`src/rtl/core/csp_pkg.sv`:
```
// Shared types, constants and width helpers for the CFL substep planner.
package csp_pkg;

    localparam int DEF_TIME_FRAC_BITS = 20;
    localparam int DEF_COUNT_BITS     = 16;
    localparam int DEF_QUEUE_DEPTH    = 2;

    localparam logic [31:0] RST_CHAR_LENGTH   = 32'd65536;
    localparam logic [23:0] RST_DISP_FRACTION = 24'd32768;
    localparam logic [31:0] RST_MAX_STEP_TIME = 32'd8738;
    localparam logic [15:0] RST_MAX_SUBSTEPS  = 16'd8;

    localparam int CFG_INDEX_W = 3;

    typedef enum logic [CFG_INDEX_W-1:0] {
        REG_CHAR_LENGTH   = 3'd0,
        REG_DISP_FRACTION = 3'd1,
        REG_MAX_STEP_TIME = 3'd2,
        REG_MAX_SUBSTEPS  = 3'd3
    } cfg_idx_t;

    typedef struct packed {
        logic [31:0] char_length;
        logic [23:0] disp_fraction;
        logic [31:0] max_step_time;
        logic [15:0] max_substeps;   // already masked to the count width
    } cfg_t;

    typedef struct packed {
        logic        inval;
        logic [31:0] frame;
        logic [30:0] speed;
    } item_t;

    localparam int ITEM_W = $bits(item_t);

    typedef enum logic [3:0] {
        ST_IDLE,
        ST_SEL,
        ST_MUL,
        ST_MDIV_GO,
        ST_MDIV_WAIT,
        ST_CDIV_GO,
        ST_CDIV_WAIT,
        ST_SDIV_GO,
        ST_SDIV_WAIT,
        ST_MUL2,
        ST_FDIV_GO,
        ST_FDIV_WAIT,
        ST_DONE
    } back_state_t;

    function automatic int csp_max(input int a, input int b);
        return (a > b) ? a : b;
    endfunction

    // Left shift applied to time values when the time format is finer than Q16.
    function automatic int csp_up(input int tfb);
        return (tfb >= 16) ? tfb - 16 : 0;
    endfunction

    function automatic int csp_dn(input int tfb);
        return (tfb < 16) ? 16 - tfb : 0;
    endfunction

    // Dividend width covering the motion, count, step and CFL divisions.
    function automatic int csp_nw(input int tfb);
        return csp_max(csp_max(56 + csp_up(tfb), 63 + csp_dn(tfb)), 33);
    endfunction

    function automatic int csp_dw(input int tfb);
        return csp_max(csp_max(31 + csp_dn(tfb), 32 + csp_up(tfb)), 32);
    endfunction

endpackage

```
`src/rtl/core/csp_fifo.sv`:
```
// Short queue of classified frame items between the front and the back.
module csp_fifo
    import csp_pkg::*;
#(
    parameter int DEPTH = DEF_QUEUE_DEPTH
) (
    input  logic              aclk,
    input  logic              aresetn,
    input  logic              push,
    input  logic [ITEM_W-1:0] push_data,
    input  logic              pop,
    output logic [ITEM_W-1:0] pop_data,
    output logic              full,
    output logic              empty
);

    localparam int PTR_W = (DEPTH > 1) ? $clog2(DEPTH) : 1;
    localparam int CNT_W = $clog2(DEPTH + 1);

    logic [ITEM_W-1:0] mem_reg [DEPTH];
    logic [PTR_W-1:0]  wr_ptr_reg;
    logic [PTR_W-1:0]  rd_ptr_reg;
    logic [CNT_W-1:0]  cnt_reg;
    logic              do_push;
    logic              do_pop;

    assign full     = (cnt_reg == CNT_W'(DEPTH));
    assign empty    = (cnt_reg == '0);
    assign do_push  = push && !full;
    assign do_pop   = pop && !empty;
    assign pop_data = mem_reg[rd_ptr_reg];

    always_ff @(posedge aclk) begin
        if (do_push) begin
            mem_reg[wr_ptr_reg] <= push_data;
        end
    end

    always_ff @(posedge aclk) begin
        if (!aresetn) begin
            wr_ptr_reg <= '0;
            rd_ptr_reg <= '0;
            cnt_reg    <= '0;
        end else begin
            if (do_push) begin
                wr_ptr_reg <= (wr_ptr_reg == PTR_W'(DEPTH - 1)) ? '0 : wr_ptr_reg + 1'b1;
            end
            if (do_pop) begin
                rd_ptr_reg <= (rd_ptr_reg == PTR_W'(DEPTH - 1)) ? '0 : rd_ptr_reg + 1'b1;
            end
            if (do_push && !do_pop) begin
                cnt_reg <= cnt_reg + 1'b1;
            end else if (do_pop && !do_push) begin
                cnt_reg <= cnt_reg - 1'b1;
            end
        end
    end

endmodule

```
`config.mk`:
```
export PLATFORM = sky130hd
export DESIGN_NAME = csp_fifo
export DESIGN_NICKNAME = d
export VERILOG_FILES = /design/src/rtl/core/csp_pkg.sv /design/src/rtl/core/csp_fifo.sv
export SDC_FILE = /design/constraint.sdc
export NUM_CORES = 1
export LEC_CHECK = 0
export ABC_AREA = 1
export BUFFER_PORTS_ARGS = -buffer_cell sky130_fd_sc_hd__buf_2
export CORE_MARGIN = 2
export CORE_UTILIZATION = 45
export CTS_BUF_LIST = sky130_fd_sc_hd__clkbuf_2
export DETAILED_ROUTE_END_ITERATION = 6
export PLACE_DENSITY = 0.7
export SYNTH_ARGS = -nofsm -noshare
export SYNTH_HDL_FRONTEND = slang
export SYNTH_SLANG_ARGS = --single-unit
```
`constraint.sdc`:
```
create_clock -name aclk -period 4.05 [get_ports aclk]
set_input_delay 0.405 -clock aclk [delete_from_list [all_inputs] [get_ports aclk]]
set_output_delay 0.405 -clock aclk [all_outputs]
set_load 0.005 [all_outputs]
```
==> flow_metrics.tcl <==
set metrics [dict create \
    status "finished clean" \
    wirelength_mm 9.26 \
    vias_per_cell 4.67 \
    hold_viol 0 \
    stdcell_area_mm2 0.00688 \
    min_period_over_period_pct 67.9 \
    end_kind "primary output" \
    wl_met3_um 548 \
    clkSlewWorstSetupHoldPaths_ns 0.18 \
    cp_slowest_cell "dfxtp_4" \
    worst_setup_path_start_kind "flop" \
    finalSetupViolations 0 \
    ant_nets 0 \
    die_area_mm2 0.0124 \
    final_cell_mix "133 x buf_2, 128 x edfxtp_1, 65 x dlygate4sd3_1" \
    rsz0062_at_grt "no" \
    numCtsBuffers 17 \
    critical_path.max_fanout 30 \
    clock_skew_ns 0.0136 \
    preCtsSetupSlack_ns 1.96 \
    setup_tns_ns 0 \
    synth_seq_area_share_pct 76.3 \
    worst_pin_slew_ns 0.860 \
    gp_congestion 0.734 \
    hpwl_mm 5.36 \
    slowest_delay_ns 0.77 \
    area_growth_pct 33.1 \
    cp.required_ns 3.64 \
    cts_sinks 133 \
    grt_pass1_vias 3007 \
    leakage_nw 2.75 \
    relSlewSlack_pct 42.7 \
    port_buffers 133 \
    rows 39 \
    antenna_found_initial 0 \
    yosysWarnings 0 \
    synth_cell_type_count 15 \
    syn_nets 306 \
    ys_ff_latch 133 \
    core_mm2 0.0113 \
    crit_type "reg -> out" \
    r2r-start "cnt_reg[1]" \
    avgSynthCellArea_um2 21.8 \
    cts_tree "yes" \
    post-route-drc-count 0 \
    die_h_um 111 \
    initial_core_util_pct 45.6 \
    htreeDepth 4 \
    crit_chain "buf_4, mux2_4, buf_2" \
    ir_worst_vdd_mv 0.271 \
    clockBufferDepth 2 \
    dr.pass1.iters 4 \
    vias 2834 \
    grt_pass1_wl_mm 14.6 \
    final_common_cell "buf_2" \
    p_total_mw 3.65 \
    finalWorstPathRequiredPeriod_ns 2.75 \
    ios 134 \
    placed_area_mm2 0.00593 \
    grt_max_degree 65 \
    drt_iter0_drc 114 \
    max_cap_violations 0 \
    clkLatencyLatePin_ns 0.63 \
    syn_inst 237 \
    post_cts_buffers 0 \
    track_usage_pct 15.5 \
    post_drt_wl_per_cell_um 15.2 \
    hold-worst-slack_ns 0.168 \
    arrival_ns 2.34 \
    clockRootBuffer "clkbuf_2" \
    nets 520 \
    p_per_area_mw_per_mm2 531 \
    met1Wirelength_mm 3.89 \
    wl_met2_mm 4.65 \
    hp-start "pop" \
    fin_ws_ns 1.30 \
    clock.fmax_mhz 364 \
    n_antenna_cell 0 \
    netlist_area_mm2 0.00517 \
    drv_slew 0 \
    die_x_um 111 \
    largest_register_ffs 128 \
    drive_gt1_share_pct 50.6 \
    highest_layer "met4" \
    hp-class "in -> reg" \
    cts_resized 0 \
    grt-ovfl-total 0 \
]
-- synth_stat cells --
cell type,instances,share of area (%)
nand2_1,6,0.44
dfxtp_1,5,1.9
o21ai_0,2,0.19
o21ai_2,1,0.17
mux2_4,60,17
nor2_1,11,0.80
inv_1,9,0.65
edfxtp_1,128,74
ha_1,1,0.24
nand3_1,1,0.097
mux2_2,4,0.87
nand4_1,1,0.12
a21oi_1,1,0.097
buf_6,1,0.22
buf_12,6,2.3
-- final timing paths --
kind | end | slack [ns] | cells after the start
max | pop_data[32] | 1.30 | 3
min | flop | 0.17 | 5
max reg2reg | mem_reg[1][19] | 2.29 | 4
min reg2reg | rd_ptr_reg | 0.53 | 2
-- repair_timing --
item	in CTS	in global routing
hold endpoints to repair	133	0
setup endpoints to repair	0	0
hold buffers	65	0
-- kinds of logic (layout without fill, tap and decap cells) --
kind of cell	Yosys count	after routing	share of synthesized area (%)
AO/OA/AOI/OAI	4	4	0.460
adder cells (fa/ha/maj)	1	1	0.242
buffers and inverters	16	243	3.20
flip-flops	133	133	76.3
multiplexers	64	64	18.3
AND/OR/NAND/NOR	19	19	1.45
-- through the flow --
step | util [%] | std cells
after global placement | 52.4 | 510
after CTS | 60.7 | 607
after detailed placement | 52.4 | 510
after global routing | 60.7 | 607
after floorplan | - | 237
final | 60.7 | 607
-- area by class of cell --
| class | count | area [µm²] |
|---|---|---|
| Fill cell | 855 | 4450 |
| Sequential cell | 133 | 3950 |
| Timing Repair Buffer | 202 | 1350 |
| Multi-Input combinational cell | 88 | 1070 |
| Clock inverter | 15 | 211 |
| Tap cell | 143 | 179 |
| Clock buffer | 17 | 85.1 |
| Inverter | 9 | 33.8 |
-- power breakdown --
part / internal [mW] / switching [mW]
Combinational: 0.509 / 0.384
Clock: 0.459 / 0.461
Sequential: 1.74 / 0.0987
-- per-layer routing --
layer	GRT usage [%]	vias to the layer above
li1	-	1344
met1	18.0	1371
met2	26.1	105
met3	5.85	14
met4	6.50	0
met5	0	-
-- worst max-delay path, delay by kind of cell (launching register included) --
kind | cells | cell delay, ns
buf+inv | 2 | 0.60
flops | 1 | 0.77
mux | 1 | 0.34
No activity file was read; power rests on OpenSTA's default activity.
