**config.mk**
```make
export PLATFORM = sky130hd
export DESIGN_NAME = csp_front
export DESIGN_NICKNAME = d
export VERILOG_FILES = /design/src/rtl/core/csp_pkg.sv /design/src/rtl/core/csp_front.sv
export SDC_FILE = /design/constraint.sdc
export NUM_CORES = 1
export LEC_CHECK = 0
export ABC_AREA = 1
export BUFFER_PORTS_ARGS = -buffer_cell sky130_fd_sc_hd__clkbuf_2
export CORE_AREA = 4 4 114 116
export CTS_CLUSTER_SIZE = 14
export DETAILED_ROUTE_END_ITERATION = 16
export DIE_AREA = 0 0 118 120
export HOLD_SLACK_MARGIN = 0.02
export PLACE_DENSITY = 0.75
export SLEW_MARGIN = 0
export SYNTH_ARGS = -nofsm -noshare
export SYNTH_HDL_FRONTEND = slang
export SYNTH_SLANG_ARGS = --single-unit
```
**constraint.sdc**
```tcl
create_clock -name aclk -period 1.03 [get_ports aclk]
set_input_delay 0.206 -clock aclk [delete_from_list [all_inputs] [get_ports aclk]]
set_output_delay 0.206 -clock aclk [all_outputs]
set_load 0.05 [all_outputs]
```
**src/rtl/core/csp_pkg.sv**
```systemverilog
// Shared types, constants and width helpers for the CFL substep planner.
package csp_pkg;

    localparam int DEF_TIME_FRAC_BITS = 20;
    localparam int DEF_COUNT_BITS     = 16;
    localparam int DEF_QUEUE_DEPTH    = 2;

    localparam logic [31:0] RST_CHAR_LENGTH   = 32'd65536;
    localparam logic [23:0] RST_DISP_FRACTION = 24'd32768;
    localparam logic [31:0] RST_MAX_STEP_TIME = 32'd8738;
    localparam logic [15:0] RST_MAX_SUBSTEPS  = 16'd8;

    localparam int CFG_INDEX_W = 3;

    typedef enum logic [CFG_INDEX_W-1:0] {
        REG_CHAR_LENGTH   = 3'd0,
        REG_DISP_FRACTION = 3'd1,
        REG_MAX_STEP_TIME = 3'd2,
        REG_MAX_SUBSTEPS  = 3'd3
    } cfg_idx_t;

    typedef struct packed {
        logic [31:0] char_length;
        logic [23:0] disp_fraction;
        logic [31:0] max_step_time;
        logic [15:0] max_substeps;   // already masked to the count width
    } cfg_t;

    typedef struct packed {
        logic        inval;
        logic [31:0] frame;
        logic [30:0] speed;
    } item_t;

    localparam int ITEM_W = $bits(item_t);

    typedef enum logic [3:0] {
        ST_IDLE,
        ST_SEL,
        ST_MUL,
        ST_MDIV_GO,
        ST_MDIV_WAIT,
        ST_CDIV_GO,
        ST_CDIV_WAIT,
        ST_SDIV_GO,
        ST_SDIV_WAIT,
        ST_MUL2,
        ST_FDIV_GO,
        ST_FDIV_WAIT,
        ST_DONE
    } back_state_t;

    function automatic int csp_max(input int a, input int b);
        return (a > b) ? a : b;
    endfunction

    // Left shift applied to time values when the time format is finer than Q16.
    function automatic int csp_up(input int tfb);
        return (tfb >= 16) ? tfb - 16 : 0;
    endfunction

    function automatic int csp_dn(input int tfb);
        return (tfb < 16) ? 16 - tfb : 0;
    endfunction

    // Dividend width covering the motion, count, step and CFL divisions.
    function automatic int csp_nw(input int tfb);
        return csp_max(csp_max(56 + csp_up(tfb), 63 + csp_dn(tfb)), 33);
    endfunction

    function automatic int csp_dw(input int tfb);
        return csp_max(csp_max(31 + csp_dn(tfb), 32 + csp_up(tfb)), 32);
    endfunction

endpackage

```
**src/rtl/core/csp_front.sv**
```systemverilog
// Front end: configuration registers, input acceptance and plan validity check.
module csp_front
    import csp_pkg::*;
#(
    parameter int COUNT_BITS = DEF_COUNT_BITS
) (
    input  logic                   aclk,
    input  logic                   aresetn,
    input  logic                   s_tvalid,
    output logic                   s_tready,
    input  logic [63:0]            s_tdata,
    input  logic                   cfg_valid,
    output logic                   cfg_ready,
    input  logic [CFG_INDEX_W-1:0] cfg_index,
    input  logic [31:0]            cfg_data,
    output logic                   q_push,
    output logic [ITEM_W-1:0]      q_data,
    input  logic                   q_full,
    output cfg_t                   cfg
);

    localparam int MSK_W = (COUNT_BITS < 16) ? COUNT_BITS : 16;

    logic [31:0] char_length_reg;
    logic [23:0] disp_fraction_reg;
    logic [31:0] max_step_time_reg;
    logic [15:0] max_substeps_reg;
    logic [15:0] maxsub;
    logic [31:0] frame;
    logic [31:0] speed;
    item_t       item;

    assign cfg_ready = 1'b1;
    assign maxsub    = 16'(max_substeps_reg[MSK_W-1:0]);
    assign frame     = s_tdata[31:0];
    assign speed     = s_tdata[63:32];

    always_ff @(posedge aclk) begin
        if (!aresetn) begin
            char_length_reg   <= RST_CHAR_LENGTH;
            disp_fraction_reg <= RST_DISP_FRACTION;
            max_step_time_reg <= RST_MAX_STEP_TIME;
            max_substeps_reg  <= RST_MAX_SUBSTEPS;
        end else if (cfg_valid) begin
            case (cfg_idx_t'(cfg_index))
                REG_CHAR_LENGTH: begin
                    char_length_reg <= cfg_data;
                end
                REG_DISP_FRACTION: begin
                    disp_fraction_reg <= cfg_data[23:0];
                end
                REG_MAX_STEP_TIME: begin
                    max_step_time_reg <= cfg_data;
                end
                REG_MAX_SUBSTEPS: begin
                    max_substeps_reg <= cfg_data[15:0];
                end
                default: begin
                end
            endcase
        end
    end

    always_comb begin
        cfg.char_length   = char_length_reg;
        cfg.disp_fraction = disp_fraction_reg;
        cfg.max_step_time = max_step_time_reg;
        cfg.max_substeps  = maxsub;
    end

    // Any zero setting, a zero frame or a negative speed yields an all-zero plan.
    always_comb begin
        item.inval = (frame == '0) || (char_length_reg == '0) ||
                     (disp_fraction_reg == '0) || (max_step_time_reg == '0) ||
                     (maxsub == '0) || speed[31];
        item.frame = frame;
        item.speed = speed[30:0];
    end

    assign q_data   = item;
    assign s_tready = !q_full;
    assign q_push   = s_tvalid && !q_full;

endmodule

```
==> impl_metrics.py, run 1 <==
metrics = {
    "status": {
        "status": "complete, but fails checks",
        "violations": "negative setup slack",
    },
    "synth": {
        "syn_area_per_cell_um2": 7.12,
        "synthTopCellsByArea": "dfxtp_1, nor2_1, buf_4, nand2_1, o21ai_0",
        "netlist_instances": 651,
        "synth_top_area_cell": "dfxtp_1",
        "synthArstFlopShare_pct": 0,
        "yosysSeqAreaShare_pct": 44.9,
        "post-synth-top-count-cell": "nor2_1",
        "synth_top_area_share_pct": 44.9,
        "synth_commonest_cells": "nor2_1, nand2_1, dfxtp_1, buf_4, o21ai_0",
        "synth-edff-count": 0,
        "synth_nets": 755,
        "ys_types": 20,
        "synth_seq_cells": 104,
        "synth_warnings": 0,
        "synth_flop_cell": "dfxtp_1",
        "synth_area_mm2": 0.00463,
    },
    "setup_path": {
        "worst_ep_arrival_time_ps": 1570,
        "cp-start-kind": "flop",
        "worstPathRequired_ps": 820,
        "worstReg2RegStart": "max_step_time_reg[8]$_SDFFE_PN0P_",
        "critPathCaptureType": "primary output",
        "r2r_end": "max_step_time_reg[8]$_SDFFE_PN0P_",
        "crit_fanout": 2,
        "rrSetupSlack_ps": 20,
        "worstRegToRegCells": 5,
        "criticalPathCategory": "flop to primary output",
    },
    "grt": {
        "grt_max_degree": 34,
        "grt_pass1_vias": 5797,
        "gr-total-overflow": 0,
        "grt_usage_pct": 28.3,
        "antenna_found_initial": 0,
        "grt_pass1_wl_mm": 31.5,
    },
    "sta": {
        "fmax_ghz": 0.563,
        "setup_ws_ps": -746,
        "hold_viol_final": 0,
        "period_share_pct": 172,
        "setup_viol": 105,
        "maxSlewViolCount": 0,
        "fin_crit_ps": 1780,
        "rsz0062_at_grt": "true",
        "holdWs_ps": 101,
        "finClkSkew_ps": 0,
    },
    "floorplan": {
        "die_area_mm2": 0.0142,
        "die_h_um": 120,
        "die_w_um": 118,
        "core-area_mm2": 0.0119,
        "floorplan.initialDensity_pct": 38.9,
        "pin_count": 275,
        "rows": 40,
    },
    "cts": {
        "cts_tree": "done",
        "cts_max_level": 3,
        "clockBufferDepth": 2,
        "clock_latency_ps": 360,
        "numCtsBuffers": 9,
        "cts.clk_slew.worst_paths_ps": 80,
        "cts.sinks": 104,
        "root_buffer": "clkbuf_16",
    },
    "routing": {
        "met1_length_mm": 7.66,
        "drt-total-wl_mm": 21.7,
        "wl_met2_mm": 11.8,
        "drc": 0,
        "dr_wl_met3_mm": 1.44,
        "dr.pass1.iters": 5,
        "top_layer_used": "met4",
        "drtIter0Drc": 309,
        "routedWlPerCell_um": 19.6,
        "ant_nets": 0,
        "vias": 5680,
        "viasPerCell": 5.14,
    },
    "layout": {
        "layout-drive-gt1-share_pct": 58.4,
        "final_nets": 1057,
        "n_fill_cell": 578,
        "diodes": 0,
        "area_delta_synth_final_pct": 115,
    },
    "pwr": {
        "vdd_drop_max_mv": 0.701,
        "power.share.switching_pct": 31.9,
        "clkPwrFrac_pct": 34.5,
        "p_per_area_mw_per_mm2": 1050,
        "p_int_mw": 7.12,
        "sequentialPowerShare_pct": 39.1,
        "power_leakage_nw": 4.39,
        "share_comb_of_total_power_pct": 26.4,
        "p_sw_mw": 3.33,
        "p_total_mw": 10.5,
    },
    "min_path": {
        "min_path_cells": 3,
        "min_to": "char_length_reg[27]$_SDFFE_PN0P_",
        "worst_hold_startpoint": "cfg_data[27]",
        "hold_class": "primary input to flop",
    },
    "job": {
        "maxCapViolCount": 0,
    },
    "placement": {
        "dpl.hpwl_mm": 12.5,
        "gp_congestion": 0.808,
        "io_buffers": 211,
    },
}
-- cells by family (layout without fill, tap and decap cells) --
| family | after synthesis | after routing | share of synthesized area, % |
|---|---|---|---|
| compound gates | 107 | 107 | 11.6 |
| buf+inv | 113 | 420 | 15.6 |
| flops | 104 | 104 | 44.9 |
| other cells | 1 | 1 | 0.0809 |
| simple gates | 326 | 326 | 27.8 |
-- layout make-up --
cell class	instances	area (um2)	area share, %
clock inverters	7	80.1	0.806
well taps	147	184	1.85
repair buffers	383	4930	49.6
flip-flops and latches	104	2440	24.5
clock buffers	9	225	2.27
inverters	21	78.8	0.793
multi-input cells	434	2010	20.2
-- per-layer routing --
layer	GRT usage, %	vias to the layer above
met1	29.0	2690
li1	-	2602
met3	6.17	69
met2	54.5	319
met4	13.4	0
met5	0	-
-- how the worst max path moves through the flow --
stage | startpoint | to | slack (ps) | cells after the start
2_1_floorplan | disp_fraction_reg[17]$_SDFFE_PN0P_ | q_data[63] | -200 | 6
3_3_place_gp | max_step_time_reg[23]$_SDFFE_PN0P_ | q_data[63] | -410 | 8
3_5_place_dp | max_step_time_reg[28]$_SDFFE_PN0P_ | q_data[63] | -430 | 8
4_1_cts | char_length_reg[25]$_SDFFE_PN0P_ | q_data[63] | -710 | 8
5_1_grt | char_length_reg[16]$_SDFFE_PN1P_ | q_data[63] | -800 | 8
6_report | char_length_reg[16]$_SDFFE_PN1P_ | q_data[63] | -750 | 8
-- layout by cell type (no fill, tap or decap), types with 13 or more instances in the layout --
cell and instances:
nor2_1 152, nand2_1 115, clkbuf_16 112, clkbuf_2 106, buf_6 103, dfxtp_4 91, buf_4 61, o21ai_0 55
a21oi_1 46, nor2_2 22, inv_1 13, dfxtp_2 13
-- stage by stage --
stage | cells | utilization, % | setup TNS (ps) | setup WS (ps) | area (um2)
floorplan | 651 | - | -204 | -204 | 5010
global placement | 1056 | 56.9 | -12020 | -409 | 6780
detailed placement | 1056 | 56.9 | -15960 | -427 | 6780
CTS | 1078 | 80.6 | -15930 | -712 | 9610
global route | 1105 | 83.5 | -18850 | -799 | 9940
finish | 1105 | 83.5 | -17390 | -746 | 9940
-- worst max-delay path, stage by stage, from the launching register on --
cell	delay [ps]
dfxtp_4	350
nor2_1	160
nand3_1	110
nor2_1	110
nand2_1	100
nor2_4	110
nor2_2	60
nand3_4	80
buf_12	130
-- repair_timing --
| action | CTS | global route |
|---|---|---|
| pin swaps | 8 | 16 |
| hold endpoints to repair | 0 | 0 |
| gates resized for setup | 423 | 85 |
| endpoints found under the setup margin | 105 | 111 |
| setup buffers | 10 | 67 |
| hold buffers | 0 | 0 |
-- power groups by stage --
stage	sequential [mW]	combinational, mW	clock, mW
3_5_place_dp	4.13	1.99	0
2_1_floorplan	4.59	1.12	0
4_1_cts	4.07	2.58	3.54
6_report	4.09	2.76	3.61
3_3_place_gp	4.13	1.98	0
5_1_grt	4.10	2.88	3.80
Note: power is estimated with default switching activity, not from simulation.
==> run 2: changes to the inputs <==
--- a/config.mk
+++ b/config.mk
@@ -7,12 +7,12 @@
 export LEC_CHECK = 0
 export ABC_AREA = 1
 export BUFFER_PORTS_ARGS = -buffer_cell sky130_fd_sc_hd__clkbuf_2
-export CORE_AREA = 4 4 114 116
+export CORE_AREA = 4 4 113 115
 export CTS_CLUSTER_SIZE = 14
 export DETAILED_ROUTE_END_ITERATION = 16
-export DIE_AREA = 0 0 118 120
+export DIE_AREA = 0 0 117 119
 export HOLD_SLACK_MARGIN = 0.02
-export PLACE_DENSITY = 0.75
+export PLACE_DENSITY = 0.74
 export SLEW_MARGIN = 0
 export SYNTH_ARGS = -nofsm -noshare
 export SYNTH_HDL_FRONTEND = slang
==> constraint.sdc (replaced) <==
create_clock -name aclk -period 1.91 [get_ports aclk]
set_input_delay 0.382 -clock aclk [delete_from_list [all_inputs] [get_ports aclk]]
set_output_delay 0.382 -clock aclk [all_outputs]
set_load 0.05 [all_outputs]
==> run 2 against run 1 <==
Effect of this change: the run now ends clean; clock-buffer cell count grew 3; critical path depth stayed put; final cell count decreased by 14%.
==> impl_metrics.py, run 2 (synthesis results as in run 1) <==
metrics = {
    "sta": {
        "finalSetupTns_ps": 0,
        "period_share_pct": 99.5,
        "finClkSkew_ps": 0,
        "setup_viol": 0,
        "rsz0062_at_grt": "true",
        "maxSlewViolCount": 0,
        "hold_viol_final": 0,
        "fmax_ghz": 0.526,
        "fin_crit_ps": 1900,
    },
    "setup_path": {
        "worst_ep_arrival_time_ps": 1520,
        "crit_fanout": 3,
        "cp-start-kind": "flop",
        "criticalPathCategory": "flop to primary output",
        "critPathCaptureType": "primary output",
        "worstPathRequired_ps": 1530,
    },
    "routing": {
        "dr.pass1.iters": 5,
        "ant_nets": 0,
        "drt-total-wl_mm": 15.7,
        "viasPerCell": 4.83,
        "routedWlPerCell_um": 16.6,
        "drtIter0Drc": 352,
        "drc": 0,
        "vias": 4587,
    },
    "layout": {
        "multi_input_comb_area_mm2": 0.00189,
        "finalInstanceArea_mm2": 0.00574,
        "area_delta_synth_final_pct": 24.0,
        "final_common_cell": "clkbuf_2",
        "ff_latch_area_mm2": 0.00210,
        "final_nets": 901,
        "n_fill_cell": 1226,
        "diodes": 0,
        "final_cell_mix": "clkbuf_2, nor2_1, nand2_1",
        "layout-drive-gt1-share_pct": 35.8,
    },
    "floorplan": {
        "rows": 40,
        "pin_count": 275,
        "die_area_mm2": 0.0139,
        "core-area_mm2": 0.0118,
        "die_h_um": 119,
        "die_w_um": 117,
        "floorplan.initialDensity_pct": 39.2,
    },
    "cts": {
        "clock_latency_ps": 350,
        "cts.clk_slew.worst_paths_ps": 70,
        "root_buffer": "clkbuf_16",
        "cts_tree": "done",
        "cts.sinks": 104,
        "clockBufferDepth": 2,
        "numCtsBuffers": 9,
        "cts_hold_buf": 0,
        "cts_max_level": 3,
    },
    "grt": {
        "antenna_found_initial": 0,
        "grt_pass1_vias": 4127,
        "grt_max_degree": 36,
        "grt_pass1_wl_mm": 23.3,
        "grt_usage_pct": 21.8,
        "gr-total-overflow": 0,
    },
    "pwr": {
        "share_comb_of_total_power_pct": 18.6,
        "sequentialPowerShare_pct": 45.8,
        "clkPwrFrac_pct": 35.6,
        "p_int_mw": 3.43,
        "p_total_mw": 5.00,
        "vdd_drop_max_mv": 0.576,
        "power_leakage_nw": 2.69,
        "p_per_area_mw_per_mm2": 870,
        "p_sw_mw": 1.56,
        "power.share.switching_pct": 31.3,
    },
    "placement": {
        "io_buffers": 211,
        "gp_congestion": 0.884,
        "dpl.hpwl_mm": 12.4,
        "placed_cell_area_mm2": 0.00537,
    },
    "min_path": {
        "hold_class": "primary input to flop",
    },
    "job": {
        "maxCapViolCount": 0,
    },
    "status": {
        "status": "complete, no violations",
    },
}
[run 2: cell count changes in the layout (fill, tap and decap cells not counted), sizes merged]
cell / before / now
buf: 174 / 17
bufinv: 1 / 0
clkbuf: 218 / 222
clkinv: 4 / 3
inv: 22 / 21
[run 2: power by group through the flow]
stage                     sequential (mW)  clock [mW]  combinational, mW
final                                2.29        1.78              0.928
after detailed placement             2.33           0              0.914
after global routing                 2.30        1.91              0.999
after CTS                            2.29        1.81              0.926
after floorplan                      2.55           0              0.603
after global placement               2.33           0              0.910
[run 2: worst paths after layout]
check,from,endpoint,cells after the start,slack (ps)
setup / recovery,char_length_reg[12]$_SDFFE_PN0P_,q_data[63],8,9
hold / removal,cfg_data[24],char_length_reg[24]$_SDFFE_PN0P_,3,280
setup reg to reg,max_step_time_reg[18]$_SDFFE_PN0P_,max_step_time_reg[18]$_SDFFE_PN0P_,3,1200
hold reg to reg,char_length_reg[11]$_SDFFE_PN0P_,char_length_reg[11]$_SDFFE_PN0P_,2,470
[run 2: metal layers]
| layer | GRT usage [%] | wire (um) |
|---|---|---|
| met1 | 26.7 | 6180 |
| met2 | 36.0 | 7820 |
| met3 | 6.45 | 1390 |
| met4 | 7.74 | 339 |
| met5 | 0 | 0 |
[run 2: final cells by class]
class                      count  area share (%)
tap                          147            3.20
sequential                   104            36.5
multi-input combinational    434            32.9
inverter                      21            1.37
clock inverter                 4           0.457
clock buffer                  12            4.47
timing repair buffer         227            21.1
[run 2: critical path: stages, from the launching register on]
cell and delay (ps):
dfxtp_2 330, nor2_1 90, nand3_1 100, nor2_2 140, nand2_1 70, nor2_2 120, nor2_1 60, nand3_2 100
buf_8 150
[run 2: stage by stage]
step	util [%]	setup WS [ps]	hold slack (ps)	instances
floorplan	-	115	495	651
global placement	45.4	-18.9	460	932
detailed placement	45.4	-31.2	464	932
CTS	48.2	-37.8	260	949
global route	48.6	-95.3	274	949
finish	48.6	8.67	279	949
[run 2: timing repair]
| action | in CTS | in global routing |
|---|---|---|
| endpoints found under the setup margin | 1 | 1 |
| buffers inserted | 1 | 0 |
| hold endpoints to repair | 0 | 0 |
| resized for setup | 11 | 25 |
| pin swaps | 5 | 12 |
