===== src/rtl/core/csp_pkg.sv =====
// Shared types, constants and width helpers for the CFL substep planner.
package csp_pkg;

    localparam int DEF_TIME_FRAC_BITS = 20;
    localparam int DEF_COUNT_BITS     = 16;
    localparam int DEF_QUEUE_DEPTH    = 2;

    localparam logic [31:0] RST_CHAR_LENGTH   = 32'd65536;
    localparam logic [23:0] RST_DISP_FRACTION = 24'd32768;
    localparam logic [31:0] RST_MAX_STEP_TIME = 32'd8738;
    localparam logic [15:0] RST_MAX_SUBSTEPS  = 16'd8;

    localparam int CFG_INDEX_W = 3;

    typedef enum logic [CFG_INDEX_W-1:0] {
        REG_CHAR_LENGTH   = 3'd0,
        REG_DISP_FRACTION = 3'd1,
        REG_MAX_STEP_TIME = 3'd2,
        REG_MAX_SUBSTEPS  = 3'd3
    } cfg_idx_t;

    typedef struct packed {
        logic [31:0] char_length;
        logic [23:0] disp_fraction;
        logic [31:0] max_step_time;
        logic [15:0] max_substeps;   // already masked to the count width
    } cfg_t;

    typedef struct packed {
        logic        inval;
        logic [31:0] frame;
        logic [30:0] speed;
    } item_t;

    localparam int ITEM_W = $bits(item_t);

    typedef enum logic [3:0] {
        ST_IDLE,
        ST_SEL,
        ST_MUL,
        ST_MDIV_GO,
        ST_MDIV_WAIT,
        ST_CDIV_GO,
        ST_CDIV_WAIT,
        ST_SDIV_GO,
        ST_SDIV_WAIT,
        ST_MUL2,
        ST_FDIV_GO,
        ST_FDIV_WAIT,
        ST_DONE
    } back_state_t;

    function automatic int csp_max(input int a, input int b);
        return (a > b) ? a : b;
    endfunction

    // Left shift applied to time values when the time format is finer than Q16.
    function automatic int csp_up(input int tfb);
        return (tfb >= 16) ? tfb - 16 : 0;
    endfunction

    function automatic int csp_dn(input int tfb);
        return (tfb < 16) ? 16 - tfb : 0;
    endfunction

    // Dividend width covering the motion, count, step and CFL divisions.
    function automatic int csp_nw(input int tfb);
        return csp_max(csp_max(56 + csp_up(tfb), 63 + csp_dn(tfb)), 33);
    endfunction

    function automatic int csp_dw(input int tfb);
        return csp_max(csp_max(31 + csp_dn(tfb), 32 + csp_up(tfb)), 32);
    endfunction

endpackage


===== src/rtl/core/csp_div.sv =====
// Radix-2 restoring divider giving a 32-bit quotient saturated at all ones.
module csp_div
    import csp_pkg::*;
#(
    parameter int NW = 70,
    parameter int DW = 38
) (
    input  logic          aclk,
    input  logic          aresetn,
    input  logic          start,
    input  logic [NW-1:0] num,
    input  logic [DW-1:0] den,
    output logic          done,
    output logic [31:0]   quot
);

    localparam int HW = NW - 32;
    localparam int CW = csp_max(HW, DW);

    logic [CW-1:0] hi_ext;
    logic [CW-1:0] den_ext;
    logic [DW-1:0] rem_reg;
    logic [DW-1:0] den_reg;
    logic [31:0]   sh_reg;
    logic [5:0]    cnt_reg;
    logic          busy_reg;
    logic          done_reg;
    logic [DW:0]   trial;
    logic [DW:0]   diff;
    logic          ge;

    assign hi_ext  = CW'(num[NW-1:32]);
    assign den_ext = CW'(den);
    assign trial   = {rem_reg, sh_reg[31]};
    assign ge      = trial >= {1'b0, den_reg};
    assign diff    = trial - {1'b0, den_reg};
    assign done    = done_reg;
    assign quot    = sh_reg;

    always_ff @(posedge aclk) begin
        if (start) begin
            den_reg <= den;
            if (hi_ext >= den_ext) begin
                sh_reg <= '1;
            end else begin
                // The high part is below the divisor, so it fits the remainder.
                rem_reg <= DW'(num[NW-1:32]);
                sh_reg  <= num[31:0];
            end
        end else if (busy_reg) begin
            rem_reg <= ge ? diff[DW-1:0] : trial[DW-1:0];
            sh_reg  <= {sh_reg[30:0], ge};
        end
    end

    always_ff @(posedge aclk) begin
        if (!aresetn) begin
            busy_reg <= 1'b0;
            done_reg <= 1'b0;
            cnt_reg  <= '0;
        end else begin
            done_reg <= 1'b0;
            if (start) begin
                if (hi_ext >= den_ext) begin
                    done_reg <= 1'b1;
                end else begin
                    busy_reg <= 1'b1;
                    cnt_reg  <= 6'd32;
                end
            end else if (busy_reg) begin
                cnt_reg <= cnt_reg - 1'b1;
                if (cnt_reg == 6'd1) begin
                    busy_reg <= 1'b0;
                    done_reg <= 1'b1;
                end
            end
        end
    end

endmodule


===== config.mk =====
export PLATFORM = sky130hd
export DESIGN_NAME = csp_div
export DESIGN_NICKNAME = d
export VERILOG_FILES = /design/src/rtl/core/csp_pkg.sv /design/src/rtl/core/csp_div.sv
export SDC_FILE = /design/constraint.sdc
export NUM_CORES = 1
export LEC_CHECK = 0
export BUFFER_PORTS_ARGS = -buffer_cell sky130_fd_sc_hd__buf_2
export CORE_ASPECT_RATIO = 0.75
export CORE_MARGIN = 3
export CORE_UTILIZATION = 50
export CTS_CLUSTER_DIAMETER = 80
export DETAILED_ROUTE_END_ITERATION = 10
export PLACE_DENSITY_LB_ADDON = 0.05
export SKIP_LAST_GASP = 1
export SYNTH_ARGS = -nofsm -noshare
export SYNTH_HDL_FRONTEND = slang
export SYNTH_SLANG_ARGS = --single-unit

===== constraint.sdc =====
create_clock -name aclk -period 8.9 [get_ports aclk]
set_input_delay 0.89 -clock aclk [delete_from_list [all_inputs] [get_ports aclk]]
set_output_delay 0.89 -clock aclk [all_outputs]
set_load 0.05 [all_outputs]

==> run summary, run 1 <==
CTS tree = yes
Fmax = 244.9 MHz
fin nets = 1,198
status = complete, no violations
fin crit share = 45.89%
main combinational cell family by area after synthesis = compound AO/OA/AOI/OAI gates
post-synthesis mux area share = 0.8767%
max cap viols = 0
Mapped Cells = 888
WL final = 20,090 um
Pwr Total = 2.288 mW
R2R Path End = rem_reg[33]
total grt overflow = 0
Initial DRT Pass Iterations = 6
Initial Util = 52.26%
Area Overhead vs Synth = 17.98%
CP endpoint kind = flip-flop
met1 global-route usage = 33.24%
hold path endpoint = cnt_reg[1]
WL per Instance = 16.38 um
share of flip-flops with an asynchronous set or reset = 0%
P_leak = 4.321 nW
Via density = 5.627
EDFF count, synth = 108
DRC violations left = 0
fillcell total = 1,373
Simple-Gate Fraction of Synth Area = 14.89%
dpl ws = 4.842 ns
xor-xnor portion of the synthesized cell area = 3.445%
dpl cell area = 0.008959 sq mm
H-tree Lvls = 4
PwrDens = 238.4 mW/mm^2
Post-CTS Resized = 0
CTS Buffer Depth = 2
Max IR drop VDD = 0.1317 mV
worst setup margin = 4.816 ns
Hold Crit Start = cnt_reg[1]
Post-synth top flop = edfxtp_1
adder-cell share of the synthesized area = 12.24%
crit-path max FO = 45
Crit Path Category = flip-flop to flip-flop
top cell type's share of synthesized area = 39.86%
root buffer cell = clkbuf_16
Reg-to-Reg Start = rem_reg[3]
Final Util = 61.66%
post-synthesis cell type count = 60
Synth Register Bits = 116
crit path DAT = 4.25 ns
Netlist Area Pre-Place = 0.008135 sq mm
normalized max-slew margin = 43.93%
global route hottest layer = met1
RSZ-0062 raised after global routing = false
Slew @ Worst Pin = 0.8411 ns
Hold Crit Class = flip-flop to flip-flop
Synth Area per Inst = 9.161 sq um
num rows = 39
GRT Overall Usage = 22.04%
Reg clk slew, reported paths = 0.06 ns
initial antenna violation count = 0
CP Buf/Inv Count = 1
Syn Nets = 1,078
r2r worst-path depth = 11
Via Count = 6,899
CP required = 9.07 ns
post-route ant nets = 0
synth top area cells = edfxtp_1 (40%), ha_1 (12%), a21oi_1 (5.5%), nor2_1 (4.7%), inv_1 (4.1%)
reg2reg setup slack = 4.82 ns
warnings from Yosys = 0
Final Cell Area = 0.009598 sq mm
critical path's top delay family = compound AO/OA/AOI/OAI gates
post-synthesis compound-gate area fraction = 20.19%
global routing usage on met3 = 4.296%
wire length of the first global-routing pass = 31,820 um
Die H = 116.5 um
core area = 0.01557 sq mm
met2 usage = 32.76%
CP peak stage delay = 0.60 ns
Hold-fix buffers, CTS = 0
RD Place Congestion = 0.9227
min Tclk post-route = 4.084 ns
most frequent cells in the layout = buf_2 (142), edfxtp_1 (108), nor2_1 (101)
clock sink total = 116
share of layout cells above drive strength 1 = 18.32%
TritonCTS Buffers = 17
Worst Skew = 0.01099 ns
postcts setup bufs = 0
post-synthesis cell type with the largest combined area = edfxtp_1
count of final setup violators = 0
Slew Viols, Final = 0
I/O Pins = 144
setup TNS = 0 ns
slowest CP cell = o211a_2
CP Depth = 11
Detailed Route Iter0 Violations = 707
CP Cell Sequence = ha_1 -> a21o_1 -> or3_1 -> o21ai_2 -> a2111oi_0 -> a211o_1 -> a31oi_1 -> o211a_2 -> buf_4 -> nor2_1 -> a221o_1
vias in the first global route = 6,453
DP HPWL = 14,700 um
sequential area share after synthesis = 41.83%
crit start category = flip-flop
largest net degree at the start of global routing = 119
Final Hold Fails = 0
ant diodes = 0
hold depth = 2
most common cell after layout, fill and taps aside = buf_2
clk_lat worst skew = 0.42 ns
DIE WIDTH = 153.3 um
die area = 0.01785 sq mm
port bufs = 143
final cells by class:
type | instances | area (sq um) | area share, %
Multi-Input combinational cell | 636 | 4205 | 43.81
Sequential cell | 116 | 3403 | 35.46
Timing Repair Buffer | 148 | 759.5 | 7.913
Clock buffer | 24 | 491.7 | 5.123
Inverter | 89 | 334.1 | 3.481
Tap cell | 205 | 256.5 | 2.672
Clock inverter | 8 | 147.6 | 1.538
worst reg2reg max path: cells and delay by family, from the launching register on:
family | cells | cell delay [ns]
AND/OR/NAND/NOR | 2 | 0.47
flip-flops | 1 | 0.40
AO/OA/AOI/OAI | 7 | 2.03
adder cells (fa/ha/maj) | 1 | 0.38
buffers and inverters | 1 | 0.54
stage by stage:
| stage | hold WS [ns] | instances |
|---|---|---|
| 3_3_place_gp | 0.4789 | 1194 |
| 4_1_cts | 0.5170 | 1226 |
| 2_1_floorplan | 0.4634 | 888 |
| 5_1_grt | 0.5372 | 1226 |
| 6_report | 0.5129 | 1226 |
| 3_5_place_dp | 0.4965 | 1194 |
cell usage after synthesis (all sizes together), types with 7 or more instances:
cell and instances:
and3 7, inv 89, xnor2 18, a21oi 90, buf 16, xor2 14
o21ai 31, ha 78, nand2 65, a21o 39, nand3 39, nor3 10
nand4 16, nand2b 10, edfxtp 108, nor2 101, dfxtp 8, clkbuf 31
o311ai 24, a211oi 11
layer usage:
metal	part of all wire, %	wire length (um)	up-vias
met5	0	0	-
met4	1.0	206	0
met3	5.8	1167	19
met2	43	8617	202
met1	50	10100	3192
li1	-	-	3486
power by group:
part	total, mW	switching [mW]	internal [mW]
sequential	0.736	0.0386	0.698
combinational	0.807	0.506	0.300
clock	0.745	0.247	0.498
worst max path at each step:
stage	start	to	slack, ns
floorplan	den[11]	rem_reg[0]	5.24
CTS	rem_reg[3]	rem_reg[33]	4.82
finish	rem_reg[3]	rem_reg[33]	4.82
global route	rem_reg[3]	rem_reg[33]	4.56
global placement	den[27]	rem_reg[19]	4.97
detailed placement	rem_reg[3]	rem_reg[33]	4.84
cells by family (layout without fill, tap and decap cells):
logic type	after synthesis	in the layout
AND/OR/NAND/NOR	268	268
XOR/XNOR	32	32
adder cells (fa/ha/maj)	79	79
buffers and inverters	136	269
flip-flops	116	116
multiplexers	7	7
AO/OA/AOI/OAI	250	250
Power figures use the tool's default switching activity.
==> run 2: changes to the inputs <==
Settings changed: ABC_AREA from default to 1.
Clock period 8.9 ns to 3.67 ns, I/O delays scaled along.
==> run 2 against run 1 <==
Against the previous run:
- register-to-register slack got worse by 4.2 ns
- sequential share of layout area decreased by 3.9 points
- clock skew increased by 0.013 ns
- fmax increased by 35%
- largest power group unchanged
- combinational power increased to 2.8 times the previous value
- critical path type unchanged
- total power increased to 2.5 times the previous value
- global-route usage increased by 4.9 points
- setup slack got worse by 4.2 ns
- critical endpoint is now rem_reg[17]
==> run summary, run 2 <==
post-synthesis cell type count = 37 (-38%)
status = complete, no violations
initial antenna violation count = 0 (unchanged)
DRC violations left = 0 (unchanged)
Final Util = 60.36% (-1.3 points)
Final Hold Fails = 0 (unchanged)
die area = 0.02018 sq mm (+13%)
Area Overhead vs Synth = 16.61%
postcts setup bufs = 0 (unchanged)
Max IR drop VDD = 0.2800 mV (+110%)
DIE WIDTH = 163.0 um (+6.4%)
WL final = 27,060 um (+35%)
top cell type's share of synthesized area = 35.06% (-4.8 points)
min Tclk post-route = 3.030 ns (-1.054 ns)
Synth Area per Inst = 7.203 sq um (-21%)
Initial Util = 51.76% (-0.50 points)
synth top area cells = edfxtp_1 (35%), nand2_1 (17%), ha_1 (11%), inv_1 (9.6%), nand3_1 (4.3%)
Die H = 123.8 um (+6.3%)
most frequent cells in the layout = nand2_1 (416), inv_1 (235), buf_2 (142)
worst setup margin = 0.6399 ns (-4.176 ns)
Hold-fix buffers, CTS = 0 (unchanged)
Slew @ Worst Pin = 0.7260 ns (-0.1151 ns)
count of final setup violators = 0 (unchanged)
num rows = 42 (+7.7%)
Reg clk slew, reported paths = 0.06 ns (about the same)
R2R Path End = rem_reg[17]
dpl ws = 0.6717 ns (-4.170 ns)
Hold Crit Start = den[13]
root buffer cell = clkbuf_16
Crit Path Category = flip-flop to flip-flop
post-synthesis cell type with the largest combined area = edfxtp_1
Mapped Cells = 1,284 (+45%)
crit path DAT = 3.21 ns (-1.04 ns)
Netlist Area Pre-Place = 0.009249 sq mm (+14%)
Detailed Route Iter0 Violations = 788 (+11%)
RD Place Congestion = 0.9961 (+8.0%)
Hold Crit Class = input pin to flip-flop
port bufs = 143 (unchanged)
PwrDens = 533.7 mW/mm^2 (+120%)
normalized max-slew margin = 51.60% (+7.7 points)
fin crit share = 82.56% (+37 points)
crit start category = flip-flop
sequential area share after synthesis = 36.80% (-5.0 points)
TritonCTS Buffers = 17 (unchanged)
wire length of the first global-routing pass = 41,970 um (+32%)
most common cell in the synthesized netlist = nand2_1
total grt overflow = 0 (unchanged)
core area = 0.01787 sq mm (+15%)
Pwr Total = 5.756 mW (+150%)
share of flip-flops with an asynchronous set or reset = 0% (unchanged)
Post-synth top flop = edfxtp_1
vias in the first global route = 7,887 (+22%)
CP required = 3.85 ns (-5.22 ns)
fillcell total = 1,758 (+28%)
Synth Register Bits = 116 (unchanged)
Slew Viols, Final = 0 (unchanged)
EDFF count, synth = 108 (unchanged)
ant diodes = 0 (unchanged)
dpl cells = 1,648 (+38%)
RSZ-0062 raised after global routing = false
max cap viols = 0 (unchanged)
Fmax = 330.0 MHz (+35%)
Post-CTS Resized = 0 (unchanged)
reg2reg setup slack = 0.64 ns (-4.18 ns)
Reg-to-Reg Start = rem_reg[12]
CP endpoint kind = flip-flop
Initial DRT Pass Iterations = 6 (unchanged)
Syn Nets = 1,474 (+37%)
CTS Buffer Depth = 2 (unchanged)
Synth top cells by count = nand2_1 (416), inv_1 (236), edfxtp_1 (108)
Via density = 5.178 (-8.0%)
CTS tree = yes
clock sink total = 116 (unchanged)
GRT Overall Usage = 26.97% (+4.9 points)
WL per Instance = 16.11 um (-1.7%)
r2r worst-path depth = 13 (+2)
DP HPWL = 21,160 um (+44%)
setup TNS = 0 ns (unchanged)
post-route ant nets = 0 (unchanged)
crit-path max FO = 32 (-29%)
Via Count = 8,699 (+26%)
fin nets = 1,615 (+35%)
final cell count without fillers = 1,680 (+37%)
H-tree Lvls = 4 (unchanged)
hold path endpoint = den_reg[13]
hold depth = 1 (-1)
P_leak = 5.570 nW (+29%)
Worst Skew = 0.02371 ns (+0.01272 ns)
I/O Pins = 144 (unchanged)
warnings from Yosys = 0 (unchanged)
clk_lat worst skew = 0.43 ns (about the same)
largest net degree at the start of global routing = 71 (-40%)
share of layout cells above drive strength 1 = 15.72% (-2.6 points)
most common cell after layout, fill and taps aside = nand2_1
==> run 2: cell types whose count changed after synthesis, moves of 30 or more <==
| cell | previous run | this run |
|---|---|---|
| nand2_1 | 65 | 416 |
| nand3b_1 | 0 | 30 |
| inv_1 | 89 | 236 |
| or2_2 | 1 | 33 |
| a21o_1 | 39 | 4 |
| a21oi_1 | 89 | 59 |
| nand3_1 | 39 | 79 |
==> run 2: cell families (layout without fill, tap and decap cells) <==
kind of cell    Yosys count  after routing  share of synthesized area (%)
compound gates          131            131                          7.968
fa+ha+maj                79             79                          10.77
xor+xnor                 20             20                          1.894
simple gates            670            670                          31.21
buf+inv                 268            422                          11.36
flops                   116            116                          36.80
==> run 2: per-stage QoR <==
stage               hold WS, ns  area (sq um)
CTS                      0.1199         10790
finish                   0.1244         10790
detailed placement       0.4882         10180
floorplan                0.4543          9249
global placement         0.4928         10180
global route             0.1164         10790
==> run 2: worst max-delay path by stage <==
stage / cells after the start / startpoint / end / slack, ns
3_3_place_gp: 13 / rem_reg[12] / rem_reg[22] / 0.70
3_5_place_dp: 13 / rem_reg[12] / rem_reg[21] / 0.67
2_1_floorplan: 12 / den[13] / rem_reg[0] / 0.99
5_1_grt: 13 / rem_reg[12] / rem_reg[21] / 0.37
4_1_cts: 13 / rem_reg[12] / rem_reg[17] / 0.63
6_report: 13 / rem_reg[12] / rem_reg[17] / 0.64
==> run 2: final cells by class <==
| type | count | area, sq um | share of cell area [%] |
|---|---|---|---|
| well taps | 242 | 302.8 | 2.807 |
| clock buffers | 20 | 446.7 | 4.142 |
| multi-input cells | 900 | 4795 | 44.45 |
| inverters | 240 | 900.9 | 8.353 |
| flip-flops and latches | 116 | 3403 | 31.55 |
| repair buffers | 150 | 783.3 | 7.262 |
| clock inverters | 12 | 153.9 | 1.427 |
==> run 2: worst max-delay path: stages (launching register included) <==
cell and delay, ns:
edfxtp_1 0.39, ha_1 0.39, nand2_1 0.15, inv_1 0.05, a21oi_1 0.30, nand2_1 0.14
inv_1 0.07, nand2_1 0.17, nand2_1 0.15, nand2_1 0.09, nand2_2 0.52, nand3_1 0.15
nand3_1 0.13, nand2_1 0.06
==> run 2: metal layers <==
metal | GRT usage (%) | wire length, um | vias up
met5 | 0 | 0 | -
met4 | 5.388 | 287 | 0
met3 | 6.582 | 2535 | 18
met2 | 35.74 | 10260 | 344
met1 | 43.60 | 13980 | 3942
li1 | - | - | 4395
==> run 2: power by group <==
group / leakage [nW] / switching [mW] / total (mW) / internal [mW]
Combinational: 4.17 / 1.51 / 2.27 / 0.754
Sequential: 1.11 / 0.0855 / 1.76 / 1.68
Clock: 0.288 / 0.642 / 1.73 / 1.09
==> run 3: changes to the inputs <==
Settings changed: ABC_AREA 1 to 0.
Clock period 3.67 ns to 2.73 ns, I/O delays scaled along.
==> run 3 against run 2 <==
Against the previous run:
- the flow now finishes with violations (setup timing)
- first-iteration DRC count decreased by 21%
- combinational power rose by 78%
- die area shrank 12%
- wire length is 14% lower
- critical path depth fell by 1
- setup slack worse by 1.0 ns
- core utilization is 13 points higher
- sequential share of layout area is 1.9 points lower
- cell count down 18%
- critical path type unchanged
- largest cell class unchanged
==> run summary, run 3 (synthesis results as in run 1) <==
total grt overflow = 0 (unchanged)
Max IR drop VDD = 0.4072 mV (+45%)
Area Overhead vs Synth = 40.88%
met2 usage = 38.24% (+2.5 points)
r2r worst-path depth = 12 (-1)
I/O Pins = 144 (unchanged)
global route hottest layer = met2
CP required = 2.88 ns (-0.97 ns)
share of layout cells above drive strength 1 = 34.75% (+19 points)
global routing usage on met3 = 4.111% (-2.5 points)
Fmax = 322.1 MHz (-2.4%)
die area = 0.01785 sq mm (-12%)
normalized max-slew margin = 49.62% (-2.0 points)
critical path's top delay family = compound AO/OA/AOI/OAI gates
P_leak = 5.199 nW (-6.6%)
hold depth = 1 (unchanged)
CP Depth = 12 (-1)
vias in the first global route = 7,213 (-8.5%)
WL final = 23,200 um (-14%)
RSZ-0062 raised after global routing = true
CP peak stage delay = 0.44 ns (-0.08 ns)
count of final setup violators = 39 (+39)
post-route ant nets = 0 (unchanged)
PwrDens = 757.5 mW/mm^2 (+42%)
GRT Overall Usage = 24.93% (-2.0 points)
worst setup margin = -0.3746 ns (-1.015 ns)
status = finished with violations
Final Util = 73.63% (+13 points)
Initial Util = 52.26% (+0.50 points)
Via density = 5.564 (+7.4%)
Hold-fix buffers, CTS = 0 (unchanged)
WL per Instance = 16.79 um (+4.2%)
DIE WIDTH = 153.3 um (-6.0%)
fin nets = 1,354 (-16%)
largest net degree at the start of global routing = 67 (-5.6%)
Slew Viols, Final = 0 (unchanged)
Initial DRT Pass Iterations = 5 (-1)
core area = 0.01557 sq mm (-13%)
clk_lat worst skew = 0.43 ns (about the same)
crit path DAT = 3.25 ns (+0.04 ns)
initial antenna violation count = 0 (unchanged)
slowest CP cell = edfxtp_1
Pwr Total = 8.682 mW (+51%)
DRC violations left = 0 (unchanged)
H-tree Lvls = 4 (unchanged)
fillcell total = 1,206 (-31%)
most common cell after layout, fill and taps aside = buf_2
TritonCTS Buffers = 17 (unchanged)
Detailed Route Iter0 Violations = 622 (-21%)
RD Place Congestion = 0.9123 (-8.4%)
CP Cell Sequence = ha_4 -> a21o_1 -> or3_4 -> o21ai_4 -> a2111oi_4 -> a211o_1 -> a31oi_4 -> o211a_4 -> buf_12 -> buf_8 -> buf_12 -> o311ai_1
crit start category = flip-flop
Hold Crit Class = input pin to flip-flop
crit-path most repeated cell = buf_12
num rows = 39 (-7.1%)
worst-case hold slack = 0.03246 ns (-0.09196 ns)
DP HPWL = 16,370 um (-23%)
setup TNS = -11.66 ns (-11.66 ns)
CTS Buffer Depth = 2 (unchanged)
max cap viols = 0 (unchanged)
crit-path max FO = 6 (-81%)
Via Count = 7,689 (-12%)
failing checks = setup timing
min Tclk post-route = 3.105 ns (+0.07458 ns)
CP endpoint kind = flip-flop
root buffer cell = clkbuf_16
ant diodes = 0 (unchanged)
Crit Path Category = flip-flop to flip-flop
Reg clk slew, reported paths = 0.06 ns (about the same)
Worst Skew = 0.01141 ns (-0.01230 ns)
met1 global-route usage = 36.97% (-6.6 points)
most frequent cells in the layout = buf_2 (142), buf_4 (135), edfxtp_1 (108)
port bufs = 143 (unchanged)
clock sink total = 116 (unchanged)
wire length of the first global-routing pass = 35,990 um (-14%)
Die H = 116.5 um (-5.9%)
CP Buf/Inv Count = 3 (+1)
dpl ws = -0.4083 ns (-1.080 ns)
fin crit share = 113.7% (+31 points)
Final Hold Fails = 0 (unchanged)
Slew @ Worst Pin = 0.7557 ns (+0.02973 ns)
CTS tree = yes
==> run 3: cell types whose count changed in the layout (fill, tap and decap cells not counted), sizes merged, moves of 10 or more <==
| cell | before | now |
|---|---|---|
| nand2 | 419 | 65 |
| buf | 150 | 303 |
| inv | 240 | 94 |
| nand3 | 81 | 39 |
| a21o | 4 | 39 |
| or2 | 34 | 2 |
| a21oi | 60 | 90 |
| nand3b | 30 | 0 |
| o22ai | 31 | 3 |
| o311ai | 0 | 24 |
| nor2 | 87 | 101 |
| xor2 | 1 | 14 |
| a211oi | 1 | 11 |
| nand2b | 0 | 10 |
==> run 3: per-stage QoR <==
step / instance area, sq um / instances
2_1_floorplan: 8220 / 888
6_report: 11460 / 1382
3_3_place_gp: 10020 / 1320
3_5_place_dp: 10020 / 1320
4_1_cts: 11120 / 1372
5_1_grt: 11460 / 1382
==> run 3: final timing paths <==
check	from	to	slack, ns
max	rem_reg[3]	rem_reg[11]	-0.37
min	den[9]	den_reg[9]	0.03
max reg2reg	rem_reg[3]	rem_reg[11]	-0.37
min reg2reg	cnt_reg[1]	cnt_reg[1]	0.49
==> run 3: repair_timing <==
action | 4_1_cts | 5_1_grt
pin swaps | 25 | 24
setup endpoints to repair | 39 | 39
setup buffers | 14 | 14
gates resized for setup | 47 | 44
gates cloned | 6 | 0
==> run 3: area by class of cell <==
type,count,area (sq um),area share (%)
Multi-Input combinational cell,637,4748,41.43
Sequential cell,116,3403,29.69
Timing Repair Buffer,303,2131,18.59
Clock buffer,21,504.2,4.400
Inverter,89,334.1,2.915
Tap cell,205,256.5,2.238
Clock inverter,11,83.83,0.7314
==> run 3: worst reg2reg max path, delay by kind of cell (launching register included) <==
| family | cells | cell delay [ns] |
|---|---|---|
| and+or+nand+nor | 1 | 0.35 |
| buffers and inverters | 3 | 0.41 |
| AOI/OAI and AO/OA | 7 | 1.36 |
| adders and majority gates | 1 | 0.29 |
| DFF | 1 | 0.44 |
==> run 3: routing by layer <==
| layer | share of wire [%] | up-vias |
|---|---|---|
| met4 | 1.0 | 0 |
| met5 | 0 | - |
| li1 | - | 3808 |
| met3 | 4.7 | 21 |
| met1 | 49 | 3648 |
| met2 | 46 | 212 |
==> run 3: power by group <==
part	internal (mW)	switching, mW	leakage (nW)
Combinational	1.94	2.11	3.79
Clock	1.33	0.870	0.294
Sequential	2.27	0.151	1.11
